File: config.mk
export PLATFORM = sky130hd
export DESIGN_NAME = ranging_frame_deframer
export DESIGN_NICKNAME = d
export VERILOG_FILES = /design/src/sv/rfd_pkg.sv /design/src/sv/rfd_ram.sv /design/src/sv/ranging_frame_deframer.sv
export SDC_FILE = /design/constraint.sdc
export NUM_CORES = 1
export LEC_CHECK = 0
export ABC_AREA = 1
export BUFFER_PORTS_ARGS = -buffer_cell sky130_fd_sc_hd__buf_4
export CAP_MARGIN = 0
export CORE_MARGIN = 3
export CORE_UTILIZATION = 45
export CTS_CLUSTER_DIAMETER = 30
export CTS_CLUSTER_SIZE = 12
export DETAILED_ROUTE_END_ITERATION = 12
export MAX_ROUTING_LAYER = met4
export SYNTH_ARGS = -nofsm -noshare
export SYNTH_HDL_FRONTEND = slang
export SYNTH_SLANG_ARGS = --single-unit
File: constraint.sdc
create_clock -name clock -period 2.8 [get_ports clock]
set_clock_uncertainty 0.2 [all_clocks]
set_input_delay 0.42 -clock clock [delete_from_list [all_inputs] [get_ports clock]]
set_output_delay 0.42 -clock clock [all_outputs]
set_load 0.05 [all_outputs]
File: src/sv/rfd_pkg.sv
`timescale 1ns / 1ps
`default_nettype none
// ----------------------------------------------------------------------------
// rfd_pkg
// Shared types and constants of the ranging frame deframer.
// ----------------------------------------------------------------------------
package rfd_pkg;

   localparam int BYTE_W   = 8;
   localparam int RAW_W    = 16;
   localparam int DIST_W   = 12;
   localparam int CHAN_W   = 4;
   localparam int IDX_W    = 5;
   localparam int CSR_IDX_W = 1;

   localparam logic [BYTE_W-1:0] HDR_FIRST  = 8'h56;
   localparam logic [BYTE_W-1:0] HDR_SECOND = 8'h4C;

   localparam logic [CSR_IDX_W-1:0] CSR_LOW_LIMIT  = 1'b0;
   localparam logic [CSR_IDX_W-1:0] CSR_HIGH_LIMIT = 1'b1;

   localparam logic [DIST_W-1:0] LOW_LIMIT_RST  = 12'd10;
   localparam logic [DIST_W-1:0] HIGH_LIMIT_RST = 12'd1200;

   typedef enum logic [2:0] {
      PH_HUNT,
      PH_HDR2,
      PH_DATA,
      PH_SUM,
      PH_EMIT_RD,
      PH_EMIT_CALC
   } phase_type;

endpackage : rfd_pkg
`default_nettype wire

File: src/sv/rfd_ram.sv
`timescale 1ns / 1ps
`default_nettype none
// ----------------------------------------------------------------------------
// rfd_ram
// Generic single write port, single read port RAM with registered read.
// ----------------------------------------------------------------------------
module rfd_ram #(
   parameter int WIDTH = 16,
   parameter int DEPTH = 16,
   parameter int AW    = (DEPTH > 1) ? $clog2(DEPTH) : 1
) (
   input  wire logic             clock,
   input  wire logic             wr_en,
   input  wire logic [AW-1:0]    wr_addr,
   input  wire logic [WIDTH-1:0] wr_data,
   input  wire logic             rd_en,
   input  wire logic [AW-1:0]    rd_addr,
   output logic      [WIDTH-1:0] rd_data
);

   logic [WIDTH-1:0] mem [DEPTH];
   logic [WIDTH-1:0] rd_data_ff;

   always_ff @(posedge clock) begin
      if (wr_en) begin
         mem[wr_addr] <= wr_data;
      end
      if (rd_en) begin
         rd_data_ff <= mem[rd_addr];
      end
   end

   assign rd_data = rd_data_ff;

endmodule : rfd_ram
`default_nettype wire

File: src/sv/ranging_frame_deframer.sv
`timescale 1ns / 1ps
`default_nettype none
// ----------------------------------------------------------------------------
// ranging_frame_deframer
// Hunts for a 'V','L' header, collects big-endian 16-bit distance words into
// a raw memory with a modulo-256 byte sum, checks the trailing checksum and
// on a match clamps, commits and reports one beat per channel.
// Order: a byte beat is accepted while req_tready is high; the first result
// beat after the checksum passes PH_EMIT_RD, PH_EMIT_CALC, then the rsp register.
// Throughput: one byte per cycle while parsing; the report burst does a memory
// read, then modify and write back, per channel, with req_tready low all along,
// and it lasts longer if rsp_tready stalls.
// Reset: synchronous; limits go to 10 and 1200, the parser hunts, committed
// values read as zero through per-channel valid flags, raw memory not cleared.
// ----------------------------------------------------------------------------
module ranging_frame_deframer #(
   parameter int CHANNEL_COUNT = 16
) (
   input  wire logic        clock,
   input  wire logic        reset,
   // req_tdata: rx_byte[7:0]
   input  wire logic        req_tvalid,
   output logic             req_tready,
   input  wire logic [7:0]  req_tdata,
   // rsp_tdata: channel[3:0], distance[15:4]
   output logic             rsp_tvalid,
   input  wire logic        rsp_tready,
   output logic [15:0]      rsp_tdata,
   // rsp_tuser: updated[0]
   output logic             rsp_tuser,
   output logic             rsp_tlast,
   input  wire logic        csr_we,
   input  wire logic [rfd_pkg::CSR_IDX_W-1:0] csr_index,
   input  wire logic [rfd_pkg::DIST_W-1:0]    csr_wdata
);

   import rfd_pkg::*;

   localparam int AW = (CHANNEL_COUNT > 1) ? $clog2(CHANNEL_COUNT) : 1;
   localparam logic [IDX_W-1:0]  LAST_BYTE = IDX_W'(2 * CHANNEL_COUNT - 1);
   localparam logic [CHAN_W-1:0] LAST_CH   = CHAN_W'(CHANNEL_COUNT - 1);

   phase_type         phase_ff, phase_in;
   logic [IDX_W-1:0]  byte_idx_ff, byte_idx_in;
   logic [BYTE_W-1:0] hi_hold_ff, hi_hold_in;
   logic [BYTE_W-1:0] sum_ff, sum_in;
   logic [CHAN_W-1:0] ch_ff, ch_in;
   logic [DIST_W-1:0] low_ff, high_ff;

   logic [CHANNEL_COUNT-1:0] com_vld_ff;
   logic                     com_vld_rd_ff;

   logic              rsp_valid_ff;
   logic [CHAN_W-1:0] rsp_chan_ff;
   logic [DIST_W-1:0] rsp_dist_ff;
   logic              rsp_upd_ff;
   logic              rsp_last_ff;

   logic              accept;
   logic              raw_we, rd_en, com_we, load_out, out_free;
   logic [RAW_W-1:0]  raw_q;
   logic [DIST_W-1:0] com_q, com_old, new_val, out_val;
   logic              upd;
   logic [AW-1:0]     ch_addr;

   assign ch_addr  = ch_ff[AW-1:0];
   assign out_free = !rsp_valid_ff || rsp_tready;
   assign req_tready = (phase_ff != PH_EMIT_RD) && (phase_ff != PH_EMIT_CALC);
   assign accept   = req_tvalid && req_tready;

   rfd_ram #(.WIDTH(RAW_W), .DEPTH(CHANNEL_COUNT), .AW(AW)) u_raw_ram (
      .clock   (clock),
      .wr_en   (raw_we),
      .wr_addr (byte_idx_ff[AW:1]),
      .wr_data ({hi_hold_ff, req_tdata}),
      .rd_en   (rd_en),
      .rd_addr (ch_addr),
      .rd_data (raw_q)
   );

   rfd_ram #(.WIDTH(DIST_W), .DEPTH(CHANNEL_COUNT), .AW(AW)) u_com_ram (
      .clock   (clock),
      .wr_en   (com_we),
      .wr_addr (ch_addr),
      .wr_data (new_val),
      .rd_en   (rd_en),
      .rd_addr (ch_addr),
      .rd_data (com_q)
   );

   // clamp and keep-old selection
   assign upd     = raw_q > {4'b0000, low_ff};
   assign new_val = (raw_q > {4'b0000, high_ff}) ? high_ff : raw_q[DIST_W-1:0];
   assign com_old = com_vld_rd_ff ? com_q : '0;
   assign out_val = upd ? new_val : com_old;

   always_comb begin
      phase_in    = phase_ff;
      byte_idx_in = byte_idx_ff;
      hi_hold_in  = hi_hold_ff;
      sum_in      = sum_ff;
      ch_in       = ch_ff;
      raw_we      = 1'b0;
      rd_en       = 1'b0;
      com_we      = 1'b0;
      load_out    = 1'b0;
      unique case (phase_ff)
         PH_HUNT: begin
            if (accept && req_tdata == HDR_FIRST) begin
               phase_in = PH_HDR2;
            end
         end
         PH_HDR2: begin
            if (accept) begin
               if (req_tdata == HDR_SECOND) begin
                  phase_in    = PH_DATA;
                  byte_idx_in = '0;
                  sum_in      = '0;
               end else if (req_tdata != HDR_FIRST) begin
                  phase_in = PH_HUNT;
               end
            end
         end
         PH_DATA: begin
            if (accept) begin
               sum_in = sum_ff + req_tdata;
               if (!byte_idx_ff[0]) begin
                  hi_hold_in = req_tdata;
               end else begin
                  raw_we = 1'b1;
               end
               byte_idx_in = byte_idx_ff + 1'b1;
               if (byte_idx_ff == LAST_BYTE) begin
                  phase_in = PH_SUM;
               end
            end
         end
         PH_SUM: begin
            if (accept) begin
               phase_in    = (req_tdata == sum_ff) ? PH_EMIT_RD : PH_HUNT;
               ch_in       = '0;
               byte_idx_in = '0;
               sum_in      = '0;
            end
         end
         PH_EMIT_RD: begin
            rd_en    = 1'b1;
            phase_in = PH_EMIT_CALC;
         end
         PH_EMIT_CALC: begin
            if (out_free) begin
               load_out = 1'b1;
               com_we   = upd;
               if (ch_ff == LAST_CH) begin
                  phase_in = PH_HUNT;
               end else begin
                  ch_in    = ch_ff + 1'b1;
                  phase_in = PH_EMIT_RD;
               end
            end
         end
         default: begin
            phase_in = PH_HUNT;
         end
      endcase
   end

   always_ff @(posedge clock) begin
      if (reset) begin
         phase_ff    <= PH_HUNT;
         byte_idx_ff <= '0;
         hi_hold_ff  <= '0;
         sum_ff      <= '0;
         ch_ff       <= '0;
      end else begin
         phase_ff    <= phase_in;
         byte_idx_ff <= byte_idx_in;
         hi_hold_ff  <= hi_hold_in;
         sum_ff      <= sum_in;
         ch_ff       <= ch_in;
      end
   end

   always_ff @(posedge clock) begin
      if (reset) begin
         low_ff  <= LOW_LIMIT_RST;
         high_ff <= HIGH_LIMIT_RST;
      end else if (csr_we) begin
         unique case (csr_index)
            CSR_LOW_LIMIT:  low_ff  <= csr_wdata;
            CSR_HIGH_LIMIT: high_ff <= csr_wdata;
            default: ;
         endcase
      end
   end

   always_ff @(posedge clock) begin
      if (reset) begin
         com_vld_ff <= '0;
      end else if (com_we) begin
         com_vld_ff[ch_addr] <= 1'b1;
      end
   end

   always_ff @(posedge clock) begin
      if (rd_en) begin
         com_vld_rd_ff <= com_vld_ff[ch_addr];
      end
   end

   always_ff @(posedge clock) begin
      if (reset) begin
         rsp_valid_ff <= 1'b0;
      end else if (load_out) begin
         rsp_valid_ff <= 1'b1;
      end else if (rsp_tready) begin
         rsp_valid_ff <= 1'b0;
      end
   end

   always_ff @(posedge clock) begin
      if (load_out) begin
         rsp_chan_ff <= ch_ff;
         rsp_dist_ff <= out_val;
         rsp_upd_ff  <= upd;
         rsp_last_ff <= (ch_ff == LAST_CH);
      end
   end

   assign rsp_tvalid = rsp_valid_ff;
   assign rsp_tdata  = {rsp_dist_ff, rsp_chan_ff};
   assign rsp_tuser  = rsp_upd_ff;
   assign rsp_tlast  = rsp_last_ff;

   // good checksum starts the report burst
   assert property (@(posedge clock) disable iff (reset)
      (accept && phase_ff == PH_SUM && req_tdata == sum_ff) |=> phase_ff == PH_EMIT_RD)
      else $error("good checksum did not start report");

   // last beat of a burst carries the final channel
   assert property (@(posedge clock) disable iff (reset)
      (rsp_tvalid && rsp_tlast) |-> rsp_tdata[CHAN_W-1:0] == LAST_CH)
      else $error("tlast on wrong channel");

   // burst ends back in hunting after the final channel
   assert property (@(posedge clock) disable iff (reset)
      (load_out && ch_ff == LAST_CH) |=> phase_ff == PH_HUNT)
      else $error("parser did not return to hunting");

   // commits only happen while reporting
   assert property (@(posedge clock) disable iff (reset)
      com_we |-> (phase_ff == PH_EMIT_CALC && load_out))
      else $error("commit outside report");

endmodule : ranging_frame_deframer
`default_nettype wire
# --- Word level (Yosys, flattened, before mapping) ---
# Memory sizes are Yosys's and may differ from the RTL's. A register that Yosys moved wholly into a read port is not among the register bits.
# Index checks and enable logic that the tools add are counted.
# W data, S select, Z words.
totals:
  in_bits: 26
  reg_bits: 88
  elab_cells: 110
  memories: 2
  ram_bits: 448
  out_inout_bits: 20
classes:
  mux: 46
  bitwise_logic: 3
  eq_ne: 22
  add_sub_neg: 3
  n_lt_le_gt_ge: 4
  n_reduce_logical: 16
mem_list:
  columns: ["memory", "depth", "word_bits", "read_ports", "rd_clocked_by_memory_dff", "write_ports", "line_no", "text"]
  rows:
  - ["u_raw_ram.mem", 16, 16, 1, 1, 1, "rfd_ram.sv:21", "logic [WIDTH-1:0] mem [DEPTH];"]
  - ["u_com_ram.mem", 16, 12, 1, 1, 1, "rfd_ram.sv:21", null]
op_table:
  columns: ["operator", "n"]
  rows:
  - ["$mux W12", 3]
  - ["$gt A16 B12 Y1", 2]
  - ["$mux W8", 4]
  - ["$mux W3", 10]
  - ["$pmux W8 S3", 1]
  - ["$mux W5", 4]
  - ["$pmux W3 S6", 1]
  - ["$eq A8 B7 Y1 const B", 2]
  - ["$mux W1", 16]
  - ["$ne A2 B2 Y1 const B", 8]
  - ["$or A16 B16 Y16", 1]
  - ["$pmux W5 S3", 1]
  - ["$mux W4", 3]
  - ["$ne A3 B3 Y1 const B", 3]
  - ["$add A8 B8 Y8", 1]
  - ["$eq A8 B8 Y1", 1]
  - ["$ne A8 B7 Y1 const B", 1]
  - ["$pmux W4 S2", 1]
  - ["$reduce_and A7 Y1", 1]
  - ["$eq A3 B2 Y1 const B", 2]
  - ["$eq A3 B3 Y1 const B", 2]
  - ["$add A5 B1 Y5 const B", 1]
  - ["$eq A5 B5 Y1 const B", 1]
  - ["$lt A4 B5 Y1 const B", 1]
  - ["other kinds (17)", 23]

# --- Logic depth before layout (Yosys ltp) ---
depth:
  ltp_word: 7
  mapped_depth: 16
  ltp_nobuf: 15

# --- Modules after synthesis ---
# Synthesis repeated with hierarchy kept, for this count alone.
hier_totals:
  cells_unflattened: 2557
  hier_area_um2: 25284.2
by_module_without_submodules:
  columns: ["mod", "seq_area_each_um2", "instances", "cells_per_inst", "area_per_inst_um2"]
  rows:
  - ["rfd_ram at u_raw_ram", 8167.8, 1, 1074, 11541.1]
  - ["rfd_ram at u_com_ram", 6125.9, 1, 813, 8682.1]
  - ["ranging_frame_deframer", 1951.9, 1, 670, 5061.1]

# --- Least setup slack after synthesis ---
# Ideal clock, no wire load.
synth_path:
  path_kind: "flip-flop to flip-flop"
  startpoint: "register phase_ff[1]"
  endpoint: "memory u_raw_ram.mem[11][0], enable pin"
  setup_slack_ns: -0.240
  period_less_slack_ns: 3.040
  setup_time_ns: 0.430
  stages_incl_launch_ff: 5
  path_buffers: 0
  required_time_ns: 2.170
  t_arrival_ns: 2.410
  cell_sequence: "dfxtp_1 > nand3_4 > nor2_8 > inv_4 > nor4_1"
synth_between:
  elab_chain_len: 7
  word_cells_on_any_way: 9
  cone_classes: "eq/ne: 3; mux: 4; reduce/logical: 2"
synth_lines:
  columns: ["item", "line_no", "text"]
  rows:
  - ["start, declared", "ranging_frame_deframer.sv:43", "phase_type phase_ff, phase_in;"]
  - ["start signal, assigned", "ranging_frame_deframer.sv:176", "phase_ff <= phase_in;"]
  - ["$ne A3 B3 Y1", "ranging_frame_deframer.sv:68", "assign req_tready = (phase_ff != PH_EMIT_RD) && (phase_ff != PH_EMIT_CALC);"]
  - ["$logic_and A1 B1 Y1", "ranging_frame_deframer.sv:68", null]
  - ["$logic_and A1 B1 Y1", "ranging_frame_deframer.sv:69", "assign accept = req_tvalid && req_tready;"]
  - ["$mux W1", "ranging_frame_deframer.sv:125", "if (accept) begin"]
  - ["$mux W1 (*)", "ranging_frame_deframer.sv:107", "unique case (phase_ff)"]
  - ["$mux W1 (*)", "rfd_ram.sv:25", "if (wr_en) begin"]
  - ["$mux W1 (implied by the code) (*)", "rfd_ram.sv:26", "mem[wr_addr] <= wr_data;"]
  - ["end, declared", "rfd_ram.sv:21", null]
# Every way passes the cells marked *; elsewhere a longest branch is shown, timed or not.

# --- Worst setup path in the final report ---
layout_path:
  startpoint: "register u_raw_ram.rd_data_ff[7] (netlist: u_raw_ram.rd_data[7]) (read register of u_raw_ram.mem)"
  endpoint: "memory u_com_ram.mem[7][7] (netlist name), enable pin"
layout_between:
  elab_chain_len: 5
layout_lines:
  columns: ["item", "line_no", "text"]
  rows:
  - ["start, declared", "rfd_ram.sv:22", "logic [WIDTH-1:0] rd_data_ff;"]
  - ["$gt A16 B12 Y1", "ranging_frame_deframer.sv:92", "assign upd = raw_q > {4'b0000, low_ff};"]
  - ["$mux W1", "ranging_frame_deframer.sv:151", "if (out_free) begin"]
  - ["$mux W1", "ranging_frame_deframer.sv:107", null]
  - ["$mux W1", "rfd_ram.sv:25", null]
  - ["$mux W1 (implied by the code)", "rfd_ram.sv:26", null]
  - ["end, declared", "rfd_ram.sv:21", null]
# Every way passes these cells.

==> out/summary.txt <==
Critical path's slowest cell: edfxtp_1
Worst-Margin Slew: 666.8 ps
Hold WC Path Type: input port to flop
WL per Instance: 20.50 um
Post-Place Cells: 2663
Die Width: 232.6 um
CP peak stage delay: 410 ps
Distinct cells, synth: 40
Vias in the first global route: 15648
Initial antenna violation count: 1
DP Area: 0.02464 mm^2
CP max FO: 16
Non-filler cells in the finished layout: 2892
Ports: 46
Layout cells sized above 1: 17.07%
Final wirelength: 59.29 mm
Fin crit period: 2533 ps
Pwr/cell area: 824.2 mW/mm^2
DRC viols: 0
CORE AREA: 0.05048 mm^2
Area growth syn-to-layout: 24.01%
Total power: 0.02363 W
CTS Buf Count: 107
CTS root buffer: clkbuf_16
Synth Instances: 1971
Fmax: 0.3948 GHz
Critical path's most frequent cell: nand2_1
Post-Syn Nets: 2035
Die area: 0.05412 mm^2
Max Slew Vio Count: 0
Port buffer count: 45
Worst-path cell chain: ha_1 > nand2_1 > nor2_1 > nand2_1 > nand2_1 > nand2_1 > nand2_4 > buf_4 > nand4_1 > inv_1 > buf_4
Crit path DAT: 2650 ps
CTS Sinks: 564
Die H: 232.6 um
H-tree depth: 3
Clock tree from TritonCTS: yes
DR iter-0 viols: 1243
FP Rows: 82
Setup violations, final: 0
Final period utilization: 90.45%
Fin. Hold Viols: 0
Peak ir drop on the vdd network: 0.5739 mV
RSZ-0062 raised after global routing: no
Nets: 2191
CP endpoint kind: flop
Max-Cap Viols: 0
Status: completed
Crit path kind: flop to flop
Final instance area: 0.02866 mm^2
Pre-antenna DRT Iters: 7
Deepest clock path buffer count: 3
N_diodes: 0
Gr ovfl total: 0
Clk_lat worst skew: 640 ps
Global-route wire length before repair: 90.74 mm
Initial core utilization: 45.79%
Syn. warnings: 0
Syn Std Cell Area: 0.02311 mm^2
Max transition margin: 55.49%
Clock Pin Slew Worst Setup and Hold Paths: 60 ps
Post-Syn Area per Cell: 11.73 um^2
Leakage: 10.39 nW
Setup TNS: 0 ps
Post-route ant nets: 0
Largest net degree at the start of global routing: 79
WP data required: 2920 ps
GRT Total Usage: 22.75%
Via density: 5.478
CP Launch Type: flop
GP Congestion: 0.8743
Post-synthesis sequential area ratio: 70.29%
Dpl hpwl: 37.04 mm
Number of synthesized register bits: 564
Filler cell count: 4171
Via count: 15841
Worst hold slack: 124.4 ps
final cells by class:
| type | instances | area (um^2) | share of cell area, % |
|---|---|---|---|
| clock buffer | 125 | 2838 | 9.900 |
| sequential | 564 | 16250 | 56.70 |
| inverter | 117 | 459.2 | 1.602 |
| timing repair buffer | 156 | 1374 | 4.793 |
| tap | 672 | 840.8 | 2.933 |
| multi-input combinational | 1181 | 6023 | 21.01 |
| clock inverter | 77 | 875.8 | 3.056 |
worst paths after layout:
check / from / end / slack, ps / cells after the start
max reg2reg: u_raw_ram.rd_data[7] / u_com_ram.mem[7][7] / 270 / 11
min reg2reg: com_vld_ff[11] / com_vld_ff[11] / 250 / 2
max: u_raw_ram.rd_data[7] / u_com_ram.mem[7][7] / 270 / 11
min: req_tdata[0] / u_raw_ram.mem[13][0] / 120 / 2
cells by family after synthesis:
kind of cell / after synthesis / synth area share, %
AO/OA/AOI/OAI: 470 / 10.98
XOR/XNOR: 5 / 0.1895
adder cells (fa/ha/maj): 38 / 2.090
buffers and inverters: 226 / 4.055
flip-flops: 564 / 70.29
AND/OR/NAND/NOR: 668 / 12.40
where the power goes:
| part | switching, W | total (W) | internal [W] |
|---|---|---|---|
| clock network | 0.00437 | 0.0129 | 0.00851 |
| registers | 0.000167 | 0.00951 | 0.00934 |
| logic | 0.000846 | 0.00124 | 0.000395 |
sequential cells by signal (all words and copies together) (netlist names), 5 cells and up:
register	flops
byte_idx_ff	5
u_com_ram.mem	192
com_vld_ff	16
rsp_dist_ff	12
u_com_ram.rd_data	12
sum_ff	8
low_ff	12
high_ff	12
hi_hold_ff	8
u_raw_ram.rd_data	16
u_raw_ram.mem	256
worst max-delay path, delay by kind of cell (launching register included):
family                     cells  cell delay (ps)
and+or+nand+nor                7              840
buffers and inverters          3              450
DFF                            1              410
adders and majority gates      1              310
stage by stage:
step / setup WS [ps] / utilization (%)
6_report: 267.3 / 56.78
5_1_grt: 98.05 / 56.78
4_1_cts: 43.85 / 56.68
3_5_place_dp: 50.46 / 48.81
3_3_place_gp: 106.0 / 48.81
2_1_floorplan: 16.00 / -
synth_stat cells:
cell	n	area, um^2
nand3_1	55	275.3
nand3_4	1	17.52
clkbuf_1	66	247.7
o21ai_0	257	1286
nand2_1	232	870.8
buf_6	2	22.52
nor2_4	1	11.26
dfxtp_1	69	1381
o21ai_1	9	45.04
and2_1	12	75.07
nor3b_1	1	7.510
inv_4	1	6.260
buf_2	30	150.1
edfxtp_1	495	14860
a21o_1	3	22.52
o21a_1	1	7.510
buf_1	2	7.510
nor2_1	291	1092
nand4_1	52	325.3
xor2_1	2	17.52
a21oi_2	1	8.760
nor3_2	3	30.03
xnor2_1	3	26.28
nand3_2	3	30.03
inv_1	107	401.6
a21oi_1	77	385.4
o211ai_1	7	52.55
a31oi_1	1	6.260
nand2_2	2	12.51
ha_1	37	462.9
nor3b_2	1	12.51
fa_1	1	20.02
nor4_1	3	18.77
nor2_8	2	40.04
a21oi_4	1	16.27
buf_4	9	67.56
inv_2	9	33.78
nor3_1	7	35.03
o22ai_1	113	706.9
or2_2	2	12.51
placed cells by master (no fill, tap or decap), types with 12 or more instances in the layout:
master / instances
inv_6: 16
dfxtp_1: 67
o21ai_0: 257
nand4_1: 52
nor2_2: 16
nand2_1: 232
clkbuf_16: 109
buf_4: 119
o22ai_1: 113
clkinvlp_4: 21
dlygate4sd3_1: 26
and2_2: 12
ha_1: 37
edfxtp_1: 495
bufinv_16: 13
inv_1: 104
clkinv_4: 13
nor2_1: 274
a21oi_1: 77
nand3_1: 55
layer usage:
layer	wire, um	track usage (%)	vias up
met5	0	-	-
met4	1449	6.851	0
met1	24650	28.77	7741
met3	3394	3.893	120
li1	-	-	7458
met2	29800	37.76	522
timing repair:
item,CTS,global route
resized for setup,0,16
hold buffers,26,0
setup endpoints to repair,0,240
endpoints found under the hold margin,118,0
buffers inserted,0,1
Power figures use the tool's default switching activity.
